### src/rtl/mssd_pkg.sv
// Package for the multiplexed seven-segment serial driver: item types, codes and segment table.
`default_nettype none
package mssd_pkg;

	localparam int NUM_DIGITS_DEF     = 4;
	localparam int BITS_PER_DIGIT_DEF = 9;
	localparam int VALUE_W            = 16;
	// decimal digits needed for a VALUE_W-bit number
	localparam int BCD_DIGITS         = 5;
	localparam int SEG_W              = 8;

	typedef enum logic [1:0] {
		KIND_WRITE   = 2'd0,
		KIND_POINT   = 2'd1,
		KIND_REFRESH = 2'd2,
		KIND_NONE    = 2'd3
	} kind_t;

	typedef struct packed {
		logic [1:0]         kind;
		logic [VALUE_W-1:0] value;
		logic [1:0]         digit_index;
		logic               point_on;
	} cmd_item_t;

	typedef struct packed {
		logic [1:0] digit_select;
		logic [3:0] bit_number;
		logic       serial_bit;
		logic       last;
	} seg_item_t;

	// segment pattern, a in bit 7 down to g in bit 1, point in bit 0 left clear
	function automatic logic [SEG_W-1:0] seg_code(input logic [3:0] dig);
		logic [SEG_W-1:0] c;
		case (dig)
			4'd0:    c = 8'b11111100;
			4'd1:    c = 8'b01100000;
			4'd2:    c = 8'b11011010;
			4'd3:    c = 8'b11110010;
			4'd4:    c = 8'b01100110;
			4'd5:    c = 8'b10110110;
			4'd6:    c = 8'b10111110;
			4'd7:    c = 8'b11100000;
			4'd8:    c = 8'b11111110;
			4'd9:    c = 8'b11100110;
			default: c = 8'b00000000;
		endcase
		return c;
	endfunction

endpackage
`default_nettype wire

### src/rtl/mux_seven_segment_serial_driver_unit.sv
// Top level of the multiplexed seven-segment serial driver.
//
// Usage:
//   The cmd channel takes one command beat at a time (valid/stall). A write beat
//   converts value to decimal with a shift-and-add-3 converter, one binary bit per
//   cycle, and stores each digit's segment code with its point flag in bit 0; the
//   leading digit keeps its old code when the number needs more digits than the
//   display has. A write holds cmd_stall high until the codes are updated
//   (16 conversion steps, then the code update). A point beat sets or
//   clears one digit's point and is done in the cycle it is taken. A refresh beat
//   sends NUM_DIGITS * BITS_PER_DIGIT beats on the seg channel, digit 0 first,
//   each digit least significant bit first, one beat per cycle from a shift
//   register unless seg_stall holds it; beats are registered on the way out. The
//   stretch of bits past bit 7 is always zero. last marks the final beat.
//   While seg_stall is high the current beat holds and the shift register waits.
//   A new command may be taken while the last refresh beat still waits.
//   Reset clears all codes and points (display blank) and drops seg_valid.
`default_nettype none
module mux_seven_segment_serial_driver_unit
	import mssd_pkg::*;
#(
	parameter int NUM_DIGITS     = NUM_DIGITS_DEF,
	parameter int BITS_PER_DIGIT = BITS_PER_DIGIT_DEF
) (
	input  wire logic      clk,
	input  wire logic      arst_n,
	input  wire logic      cmd_valid,
	output logic           cmd_stall,
	input  wire cmd_item_t cmd,
	output logic           seg_valid,
	input  wire logic      seg_stall,
	output seg_item_t      seg
);

	localparam int DW    = (NUM_DIGITS > 1) ? $clog2(NUM_DIGITS) : 1;
	localparam int BW    = $clog2(BITS_PER_DIGIT);
	localparam int CNT_W = $clog2(VALUE_W + 1);
	localparam int BCD_W = 4 * BCD_DIGITS;

	typedef enum logic [2:0] {
		ST_IDLE  = 3'b001,
		ST_CONV  = 3'b010,
		ST_SHIFT = 3'b100
	} state_t;

	state_t                     state_q;
	logic [SEG_W-1:0]           codes_q [NUM_DIGITS];
	logic [NUM_DIGITS-1:0]      points_q;
	logic [VALUE_W-1:0]         bin_q;
	logic [BCD_W-1:0]           bcd_q;
	logic [CNT_W-1:0]           cnt_q;
	logic [DW-1:0]              dig_q;
	logic [BW-1:0]              bit_q;
	logic [BITS_PER_DIGIT-1:0]  shreg_q;
	logic                       seg_valid_q;
	seg_item_t                  seg_q;

	logic                       cmd_take;
	logic                       emit;
	logic                       bit_end;
	logic                       run_end;
	logic [DW-1:0]              nxt_dig;
	logic [BCD_W-1:0]           bcd_adj;
	logic                       lead_ok;
	logic [SEG_W-1:0]           new_code [NUM_DIGITS];

	assign cmd_stall = (state_q != ST_IDLE);
	assign cmd_take  = cmd_valid && !cmd_stall;
	assign seg_valid = seg_valid_q;
	assign seg       = seg_q;

	// one beat leaves the shift register whenever the output slot is free
	assign emit    = (state_q == ST_SHIFT) && (!seg_valid_q || !seg_stall);
	assign bit_end = (bit_q == BW'(BITS_PER_DIGIT - 1));
	assign run_end = bit_end && (dig_q == DW'(NUM_DIGITS - 1));
	assign nxt_dig = (dig_q == DW'(NUM_DIGITS - 1)) ? '0 : dig_q + DW'(1);

	// add 3 to every BCD digit of 5 or more before the next shift
	always_comb begin
		for (int k = 0; k < BCD_DIGITS; k++) begin
			if (bcd_q[4*k +: 4] >= 4'd5) begin
				bcd_adj[4*k +: 4] = bcd_q[4*k +: 4] + 4'd3;
			end else begin
				bcd_adj[4*k +: 4] = bcd_q[4*k +: 4];
			end
		end
	end

	// leading digit is usable only when every decimal digit above it is zero
	always_comb begin
		lead_ok = 1'b1;
		for (int k = 0; k < BCD_DIGITS; k++) begin
			if (k > NUM_DIGITS - 1 && bcd_q[4*k +: 4] != 4'd0) begin
				lead_ok = 1'b0;
			end
		end
	end

	// digit d shows decimal place NUM_DIGITS-1-d; places past the converter read zero
	always_comb begin
		for (int d = 0; d < NUM_DIGITS; d++) begin
			if (NUM_DIGITS - 1 - d < BCD_DIGITS) begin
				new_code[d] = seg_code(bcd_q[4*(NUM_DIGITS-1-d) +: 4]) | SEG_W'(points_q[d]);
			end else begin
				new_code[d] = seg_code(4'd0) | SEG_W'(points_q[d]);
			end
		end
	end

	always_ff @(posedge clk or negedge arst_n) begin
		if (!arst_n) begin
			state_q     <= ST_IDLE;
			points_q    <= '0;
			cnt_q       <= '0;
			dig_q       <= '0;
			bit_q       <= '0;
			seg_valid_q <= 1'b0;
			for (int d = 0; d < NUM_DIGITS; d++) begin
				codes_q[d] <= '0;
			end
		end else begin
			// output slot: hold while stalled, drop once taken
			if (emit) begin
				seg_valid_q <= 1'b1;
			end else if (!seg_stall) begin
				seg_valid_q <= 1'b0;
			end

			case (state_q)
				ST_IDLE: begin
					if (cmd_take) begin
						case (kind_t'(cmd.kind))
							KIND_WRITE: begin
								cnt_q   <= '0;
								state_q <= ST_CONV;
							end
							KIND_POINT: begin
								for (int d = 0; d < NUM_DIGITS; d++) begin
									if (d == int'(cmd.digit_index)) begin
										points_q[d]   <= cmd.point_on;
										codes_q[d][0] <= cmd.point_on;
									end
								end
							end
							KIND_REFRESH: begin
								dig_q   <= '0;
								bit_q   <= '0;
								state_q <= ST_SHIFT;
							end
							default: begin
							end
						endcase
					end
				end
				ST_CONV: begin
					if (cnt_q == CNT_W'(VALUE_W)) begin
						for (int d = 0; d < NUM_DIGITS; d++) begin
							if (d != 0 || lead_ok) begin
								codes_q[d] <= new_code[d];
							end
						end
						state_q <= ST_IDLE;
					end else begin
						cnt_q <= cnt_q + CNT_W'(1);
					end
				end
				ST_SHIFT: begin
					if (emit) begin
						if (bit_end) begin
							bit_q <= '0;
							dig_q <= nxt_dig;
						end else begin
							bit_q <= bit_q + BW'(1);
						end
						if (run_end) begin
							state_q <= ST_IDLE;
						end
					end
				end
				default: begin
					state_q <= ST_IDLE;
				end
			endcase
		end
	end

	// datapath registers: converter, shift register and output beat
	always_ff @(posedge clk) begin
		if (cmd_take && kind_t'(cmd.kind) == KIND_WRITE) begin
			bin_q <= cmd.value;
			bcd_q <= '0;
		end else if (state_q == ST_CONV && cnt_q != CNT_W'(VALUE_W)) begin
			bcd_q <= {bcd_adj[BCD_W-2:0], bin_q[VALUE_W-1]};
			bin_q <= {bin_q[VALUE_W-2:0], 1'b0};
		end

		if (cmd_take && kind_t'(cmd.kind) == KIND_REFRESH) begin
			shreg_q <= BITS_PER_DIGIT'(codes_q[0]);
		end else if (emit) begin
			if (bit_end) begin
				shreg_q <= BITS_PER_DIGIT'(codes_q[nxt_dig]);
			end else begin
				shreg_q <= {1'b0, shreg_q[BITS_PER_DIGIT-1:1]};
			end
		end

		if (emit) begin
			seg_q.digit_select <= 2'(dig_q);
			seg_q.bit_number   <= 4'(bit_q);
			seg_q.serial_bit   <= shreg_q[0];
			seg_q.last         <= run_end;
		end
	end

endmodule
`default_nettype wire

### config.mk
export PLATFORM = sky130hd
export DESIGN_NAME = mux_seven_segment_serial_driver_unit
export DESIGN_NICKNAME = d
export VERILOG_FILES = /design/src/rtl/mssd_pkg.sv /design/src/rtl/mux_seven_segment_serial_driver_unit.sv
export SDC_FILE = /design/constraint.sdc
export NUM_CORES = 1
export LEC_CHECK = 0
export ABC_CLOCK_PERIOD_IN_PS = 3200
export BUFFER_PORTS_ARGS = -buffer_cell sky130_fd_sc_hd__buf_2
export CAP_MARGIN = 20
export CORE_MARGIN = 8
export CORE_UTILIZATION = 61
export DETAILED_ROUTE_END_ITERATION = 10
export GPL_TIMING_DRIVEN = 1
export PLACE_DENSITY = 0.81
export REMOVE_ABC_BUFFERS = 1
export SYNTH_ARGS = -nofsm -noshare
export SYNTH_HDL_FRONTEND = slang
export SYNTH_SLANG_ARGS = --single-unit
### constraint.sdc
create_clock -name clk -period 3.2 [get_ports clk]
set_input_delay 0.64 -clock clk [delete_from_list [all_inputs] [get_ports clk]]
set_output_delay 0.64 -clock clk [all_outputs]
set_load 0.005 [all_outputs]
==> impl_metrics.toml, run 1 <==
[cts]
post_cts_resized = 0
numCtsBuffers = 17
cts_tree = "done"
holdBufCountCts = 0
cts.sinks = 131
path_clk_slew_ps = 60
post_cts_buffers = 0
clockBufferDepth = 2
clock_latency_ps = 520
root_buffer = "clkbuf_8"
cts-htree-levels = 4

[global_route]
antenna_found_initial = 0
track_usage_pct = 19.2
grt_max_degree = 27
grt_first_pass_wirelength_mm = 21.8
grt_pass1_vias = 4526
grt-ovfl-total = 0

[detailed_routing]
wl_per_cell_um = 16.5
drc = 0
wirelength_mm = 12.7
via_per_inst = 5.81
drtIter0Drc = 428
dr.pass1.iters = 7
num_vias = 4467
drtAntennaViolNets = 0

[logic_synthesis]
postSynthAreaPerCell_um2 = 11.0
yosys-top-cells-area = "dfrtp_1 (20%), dfxtp_1 (15%), edfxtp_1 (15%)"
synthArstFlopShare_pct = 38.9
synth_area_um2 = 6330
ys_seq_elements = 131
synth_edf_count = 32
syn_inst = 573
ys_seq_area_share_pct = 50.6
synth_top_area_share_pct = 19.8
synth.largest_area_cell = "dfrtp_1"
synth_ff_type = "dfrtp_1"
synth.distinct_cells = 60
yosys_warnings = 0

[cells_and_area]
syn_to_final_growth_pct = 14.6
layout_common_cells = "nand2_1 (77), dfrtp_1 (50), dfxtp_1 (48)"
antenna_cells = 0
seq_area_um2 = 3200
layout.nets = 684
final_common_cell = "nand2_1"
fillCellCount = 727
drive_gt1_share_pct = 24.0
multi_input_area_um2 = 2890

[timing]
period_minus_slack_ps = 2940
tightest_slew_ps = 711
post-route-period-util_pct = 91.8
setup_slack_ps = 262
rsz0062_at_grt = "false"
tns_ps = 0
skew_ps = 6.15
hold_viol = 0
slew_viol_final = 0
setup_viol = 0
relSlewSlack_pct = 52.6
hold_slack_ps = 125
max_freq_mhz = 340

[placed_design]
dp_hpwl_mm = 9.13
portBuffers = 34
pre_cts_slack_ps = 328
gp_congestion = 0.877

[critical_path]
cp-end-kind = "flop"
r2r_cells = 10
crit_path_max_incr_delay_ps = 600
critPathSlowestCell = "dfstp_2"
path_max_fanout = 10
crit_required_ps = 3600
r2r-end = "new_code[7]"
r2r-start = "state_q[0]"
start_kind = "flop"
cp_num_buf_inv = 1
r2r_slack_ps = 260
path_class = "flop to flop"
cp_top_family = "compound AO/OA/AOI/OAI gates"
arrival_ps = 3330
critical_path.cell_chain = "nor3b_4 > inv_2 > nor3_2 > nor2_1 > a22oi_1 > ha_1 > a21boi_0 > a311oi_1 > a21oi_1 > a21oi_1"
crit_top_cell = "a21oi_1"

[run]
maxCapViolCount = 0

[die]
io_pins = 35
die-area_um2 = 13900
placementRows = 37
core_area_um2 = 10200
start_util_pct = 62.1
chipHeight_um = 118
die_w_um = 118

[power_and_ir_drop]
power_density_nw_per_um2 = 916
p_leak_nw = 3.20
vdd_drop_max_v = 0.000428

[status]
outcome = "finished clean"

[hold_path]
min_path_type = "input port to asynchronous set/reset pin"
[metal layers]
layer | GRT usage [%] | wire length [µm] | vias up
li1 | - | - | 2140
met1 | 22.6 | 5430 | 2181
met2 | 33.3 | 6420 | 124
met3 | 4.56 | 592 | 22
met4 | 7.53 | 217 | 0
met5 | 0 | 0 | -
[how the worst max path moves through the flow]
stage,cells past startpoint,slack (ps),end,from
2_1_floorplan,11,-260,new_code[7],state_q[0]
3_3_place_gp,10,480,new_code[7],state_q[0]
3_5_place_dp,10,330,new_code[7],state_q[0]
4_1_cts,10,290,new_code[7],state_q[0]
5_1_grt,10,90,new_code[7],state_q[0]
6_report,10,260,new_code[7],state_q[0]
[layout make-up]
| type | instances | share of cell area [%] |
|---|---|---|
| sequential | 131 | 44.1 |
| multi-input combinational | 382 | 39.8 |
| clock buffer | 18 | 5.90 |
| timing repair buffer | 45 | 3.49 |
| tap | 136 | 2.35 |
| inverter | 43 | 2.23 |
| clock inverter | 14 | 2.12 |
[metrics by stage]
step                      utilization (%)  total power [W]  cells  cell area [µm²]
after floorplan                         -          0.00416    556             6240
final                                71.2          0.00664    769             7250
after global routing                 71.2          0.00707    769             7250
after detailed placement             65.5          0.00477    737             6670
after CTS                            71.2          0.00666    769             7250
after global placement               65.5          0.00462    737             6670
[cells in the mapped netlist, types with 5 or more instances]
cell,instances
o22ai_1,12
nand2b_1,10
dfxtp_1,48
o21ai_0,26
nand2_1,77
nand4_1,5
mux4_2,7
o21ai_1,7
a21oi_1,30
dfrtp_1,50
clkbuf_1,10
inv_1,29
ha_1,39
a31oi_1,5
nor2_1,13
nor3_1,7
xnor2_1,8
mux2i_1,10
nand3_1,23
edfxtp_1,32
xor2_1,5
inv_2,14
mux2_2,33
o211ai_1,12
[cell families (layout without fill, tap and decap cells)]
kind of cell / Yosys count / count (layout) / synth area share, %
compound gates: 116 / 116 / 13.0
mux: 52 / 52 / 10.3
simple gates: 162 / 162 / 12.7
buf+inv: 60 / 120 / 3.87
flops: 131 / 131 / 50.6
fa+ha+maj: 39 / 39 / 7.71
xor+xnor: 13 / 13 / 1.80
[registers in the layout, summed over array words and instances, names as in the netlist]
signal and count:
bcd_q 20, bin_q 16, bit_q 4, cnt_q 5, codes_q 32, dig_q 2, new_code 28, points_q 4
seg 8, seg_valid 1, shreg_q 8, state_q 3
[worst register-to-register path: stages (launching register included)]
cell and delay (ps):
dfstp_2 600, nor3b_4 340, inv_2 160, nor3_2 220, nor2_1 80, a22oi_1 590
ha_1 320, a21boi_0 190, a311oi_1 70, a21oi_1 160, a21oi_1 90
[report_power, final]
group | total (W) | internal (W) | switching (W)
Sequential | 0.00260 | 0.00224 | 0.000357
Clock | 0.00187 | 0.00114 | 0.000734
Combinational | 0.00218 | 0.000956 | 0.00122
Total | 0.00664 | 0.00433 | 0.00231
No activity file was read; power rests on OpenSTA's default activity.
==> run 2: changes to the inputs <==
Settings changed: ABC_AREA from default to 1, CORE_UTILIZATION 61 to 50, PLACE_DENSITY 0.81 to 0.68.
==> run 2 against run 1 <==
- worst hold slack gained 170 ps
- non-clock buffer count shrank 1
- sequential cell count is the same
- fmax grew 16%
- setup slack gained 410 ps
- global-route usage shrank 2.2 points
- area after synthesis grew 2.5%
- power grew 0.80%
- sequential share of layout area shrank 1.6 points
- highest routed layer unchanged
- combinational power shrank 9.2%
- register-to-register slack gained 410 ps
- critical path depth grew 2
==> impl_metrics.toml, run 2 <==
[critical_path]
cp-end-kind = "flop"
arrival_ps = 2840
r2r-end = "new_code[26]"
path_class = "flop to flop"
crit_required_ps = 3520
path_max_fanout = 13
r2r-start = "state_q[0]"
r2r_cells = 12
start_kind = "flop"
r2r_slack_ps = 680

[hold_path]
min_path_type = "input port to asynchronous set/reset pin"

[timing]
period_minus_slack_ps = 2520
hold_viol = 0
skew_ps = 7.50
max_freq_mhz = 396
rsz0062_at_grt = "false"
tightest_slew_ps = 792
setup_viol = 0
relSlewSlack_pct = 47.1
post-route-period-util_pct = 78.9
tns_ps = 0
slew_viol_final = 0

[logic_synthesis]
synth.distinct_cells = 35
synth_area_um2 = 6490
postSynthAreaPerCell_um2 = 8.06
synth_ff_type = "dfrtp_1"
ys_seq_area_share_pct = 49.3
synthArstFlopShare_pct = 38.9
syn_inst = 805
synth.largest_area_cell = "dfrtp_1"
yosys_warnings = 0
yosys-top-cells-count = "nand2_1 (286), inv_1 (81), o21ai_0 (78)"
ys_seq_elements = 131
yosys-top-cells-area = "dfrtp_1 (19%), nand2_1 (17%), dfxtp_1 (15%)"
synth_most_common_cell = "nand2_1"
synth_top_area_share_pct = 19.3
synth_edf_count = 32

[cts]
clockBufferDepth = 2
post_cts_resized = 0
numCtsBuffers = 17
cts_tree = "done"
holdBufCountCts = 0
path_clk_slew_ps = 60
cts-htree-levels = 4
clock_latency_ps = 420
post_cts_buffers = 0
cts.sinks = 131
root_buffer = "clkbuf_16"

[run]
maxCapViolCount = 0

[detailed_routing]
drc = 0
num_vias = 5216
via_per_inst = 5.05
drtIter0Drc = 394
dr.pass1.iters = 5
drtAntennaViolNets = 0
wl_per_cell_um = 12.9
wirelength_mm = 13.3

[power_and_ir_drop]
p_leak_nw = 3.70
vdd_drop_max_v = 0.000646
power_switching_w = 0.00231
power_density_nw_per_um2 = 891
power_frac_comb_pct = 29.5
power.share.clock_pct = 32.1
switching_share_pct = 34.4
pwr-share-seq_pct = 38.4
p_int_w = 0.00439

[die]
die-area_um2 = 16900
start_util_pct = 51.2
io_pins = 35
chipHeight_um = 130
core_area_um2 = 12700
die_w_um = 130
placementRows = 41

[cells_and_area]
largest_register = "codes_q"
drive_gt1_share_pct = 12.1
instances_no_fill = 1032
antenna_cells = 0
syn_to_final_growth_pct = 15.9
layout_common_cells = "nand2_1 (286), inv_1 (81), o21ai_0 (78)"
fin_area_um2 = 7520
largest_reg_flops = 32
final_common_cell = "nand2_1"
layout.nets = 911

[placed_design]
place_area_um2 = 6840
dp_hpwl_mm = 9.45
gp_congestion = 0.817
placed_cells = 1000
portBuffers = 34

[global_route]
grt_max_degree = 35
grt_pass1_vias = 4997
antenna_found_initial = 0
grt-ovfl-total = 0
track_usage_pct = 17.1
grt_first_pass_wirelength_mm = 22.9

[status]
outcome = "finished clean"
-- run 2: changes by cell type after synthesis, sizes merged, moves of 10 or more --
cell	previous run	this run
nand2	77	292
o21ai	33	84
inv	43	83
nor2	13	46
mux2	35	6
nand3	23	49
mux2i	10	0
nand2b	10	0
o211ai	12	2
-- run 2: worst max-delay path, cell delays in order, from the launching register on --
cell	delay, ps
dfstp_2	550
inv_1	80
nand3_2	160
inv_1	60
nand2_1	70
nand2_1	280
o21ai_0	560
inv_1	190
ha_1	260
nand2_1	70
nand2_1	50
nand2_1	50
nand2_1	50
-- run 2: area by class of cell --
cell class / count / area [µm²]
fillers: 1106 / 5150
flip-flops and latches: 131 / 3200
multi-input cells: 570 / 2870
clock buffers: 23 / 543
inverters: 83 / 312
repair buffers: 44 / 245
well taps: 172 / 215
clock inverters: 9 / 133
-- run 2: how the worst max path moves through the flow --
stage | startpoint | endpoint | slack (ps) | cells past startpoint
2_1_floorplan | cmd[20] | new_code[20] | 130 | 10
3_3_place_gp | cmd[19] | new_code[18] | 750 | 11
3_5_place_dp | cmd[19] | new_code[27] | 670 | 11
4_1_cts | state_q[0] | new_code[2] | 660 | 12
5_1_grt | state_q[0] | new_code[10] | 390 | 12
6_report | state_q[0] | new_code[26] | 680 | 12
-- run 2: cell families (layout without fill, tap and decap cells) --
group | Yosys count | count (layout) | synth area share, %
and+or+nand+nor | 401 | 401 | 25.4
buffers and inverters | 104 | 159 | 6.42
xor gates and xnor gates | 1 | 1 | 0.135
DFF | 131 | 131 | 49.3
adders and majority gates | 39 | 39 | 7.52
AOI/OAI and AO/OA | 123 | 123 | 10.2
muxes | 6 | 6 | 1.04
-- run 2: power by group through the flow --
stage	registers (W)	clock network, W	logic (W)
2_1_floorplan	0.00249	0	0.00150
3_3_place_gp	0.00258	0	0.00188
3_5_place_dp	0.00259	0	0.00196
4_1_cts	0.00257	0.00219	0.00198
5_1_grt	0.00262	0.00226	0.00231
6_report	0.00257	0.00215	0.00198
-- run 2: layer usage --
layer  global-route usage, %  routed length, µm  vias to the layer above
met3                    4.94                577                       27
met4                    7.72                261                        0
li1                        -                  -                     2685
met1                    20.1               6110                     2394
met5                       0                  0                        -
met2                    28.3               6360                      110
-- run 2: through the flow --
| step | total power, W | util [%] | setup slack [ps] | hold slack [ps] |
|---|---|---|---|---|
| floorplan | 0.00399 | - | 129 | 344 |
| global placement | 0.00446 | 54.0 | 754 | 402 |
| detailed placement | 0.00455 | 54.0 | 666 | 410 |
| CTS | 0.00674 | 59.3 | 663 | 318 |
| global route | 0.00720 | 59.3 | 387 | 352 |
| finish | 0.00670 | 59.3 | 675 | 297 |
==> run 3: changes to the inputs <==
Settings changed: ABC_CLOCK_PERIOD_IN_PS 3200 to 2300, PLACE_DENSITY 0.68 to 0.71.
Clock period 3.2 ns to 2.3 ns, I/O delays scaled along.
==> run 3 against run 2 <==
- worst hold slack got worse by 270 ps
- core utilization rose by 1.1 points
- final cell count rose by 1.6%
- via count fell by 0.61%
- critical path type unchanged
- largest power group unchanged
==> impl_metrics.toml, run 3 (synthesis gave the netlist of run 2 again) <==
[status]
outcome = "finished clean"

[cts]
root_buffer = "clkbuf_16"
cts-htree-levels = 4
cts_tree = "done"
clock_latency_ps = 410
clockBufferDepth = 2
cts.sinks = 131
path_clk_slew_ps = 50
numCtsBuffers = 17

[detailed_routing]
drtIter0Drc = 376
via_per_inst = 4.95
wirelength_mm = 13.3
dr.pass1.iters = 5
drtAntennaViolNets = 0
num_vias = 5184
drc = 0
wl_per_cell_um = 12.7

[cells_and_area]
drive_gt1_share_pct = 14.6
layout.nets = 927
antenna_cells = 0
final_common_cell = "nand2_1"
largest_register = "codes_q"
syn_to_final_growth_pct = 18.1
finalCoreUtilization_pct = 60.5
instances_no_fill = 1048
fillCellCount = 1102
largest_reg_flops = 32
layout_common_cells = "nand2_1 (284), inv_1 (80), o21ai_0 (74)"

[global_route]
grt_max_degree = 52
antenna_found_initial = 0
grt-ovfl-total = 0
grt_first_pass_wirelength_mm = 22.8
track_usage_pct = 16.9
grt_pass1_vias = 5018

[die]
die_w_um = 130
placementRows = 41
chipHeight_um = 130
core_area_um2 = 12700
io_pins = 35
start_util_pct = 51.2
die-area_um2 = 16900

[timing]
hold_slack_ps = 30.3
relSlewSlack_pct = 60.6
tns_ps = 0
setup_viol = 0
post-route-period-util_pct = 92.6
tightest_slew_ps = 591
period_minus_slack_ps = 2130
slew_viol_final = 0
skew_ps = 8.82
max_freq_mhz = 469
hold_viol = 0

[power_and_ir_drop]
power.share.clock_pct = 29.0
pwr-share-seq_pct = 39.1
p_leak_nw = 3.77
finalPower_w = 0.00905
switching_share_pct = 34.9
vdd_drop_max_v = 0.000731
power_switching_w = 0.00316
power_frac_comb_pct = 31.9
p_int_w = 0.00589
power_density_nw_per_um2 = 1180

[critical_path]
crit_required_ps = 2600
path_class = "flop to flop"
r2r_cells = 15
path_max_fanout = 14
arrival_ps = 2430
r2r_slack_ps = 170
r2r-start = "cnt_q[0]"
r2r-end = "new_code[28]"
start_kind = "flop"
cp-end-kind = "flop"

[placed_design]
gp_congestion = 0.824
portBuffers = 34
placed_cells = 1011
dp_hpwl_mm = 9.10

[run]
maxCapViolCount = 0

[hold_path]
min_path_type = "input port to asynchronous set/reset pin"
-- run 3: final cells by class --
class,count,area [µm²],area share [%]
clock buffers,24,514,6.71
clock inverters,8,72.6,0.947
inverters,83,312,4.07
multi-input cells,570,2920,38.0
flip-flops and latches,131,3200,41.8
well taps,172,215,2.81
repair buffers,60,433,5.65
-- run 3: through the flow --
stage | setup WS [ps] | cell area (µm²)
2_1_floorplan | -732 | 6380
3_3_place_gp | -44.5 | 6950
3_5_place_dp | -51.7 | 6950
4_1_cts | -93.0 | 7540
5_1_grt | -9.92 | 7660
6_report | 169 | 7660
-- run 3: worst max path at each step --
| stage | start | to | slack [ps] |
|---|---|---|---|
| 3_3_place_gp | cnt_q[0] | new_code[11] | -40 |
| 5_1_grt | cnt_q[0] | new_code[28] | -10 |
| 3_5_place_dp | cnt_q[0] | new_code[23] | -50 |
| 4_1_cts | cnt_q[0] | new_code[23] | -90 |
| 6_report | cnt_q[0] | new_code[28] | 170 |
| 2_1_floorplan | state_q[0] | new_code[20] | -730 |
-- run 3: critical path, stage by stage (launching register included) --
cell	delay (ps)
dfrtp_1	380
inv_1	70
ha_1	190
nand2_1	80
inv_1	50
nand2_1	110
nand2_2	110
buf_12	170
nand2_1	70
nand3_2	150
ha_1	320
inv_1	30
nand2_1	60
o21ai_0	100
nand2_1	70
nand2_1	50
-- run 3: power by group through the flow --
stage / Sequential [W] / Clock [W] / Combinational [W]
detailed placement: 0.00357 / 0 / 0.00279
CTS: 0.00354 / 0.00267 / 0.00282
global placement: 0.00355 / 0 / 0.00273
floorplan: 0.00347 / 0 / 0.00208
global route: 0.00361 / 0.00278 / 0.00339
finish: 0.00353 / 0.00262 / 0.00289
-- run 3: metal layers --
layer  up-vias  track usage (%)  wire (µm)
met5         -                0          0
met4         0             6.15        143
met3        11             3.96        531
met2       107             28.4       6450
met1      2347             20.7       6220
li1       2719                -          -
-- run 3: repair_timing --
item,4_1_cts,5_1_grt
hold buffers,0,0
pin swaps,0,2
cloned,0,1
setup buffers,0,4
setup endpoints to repair,13,29
gates resized for setup,1,21
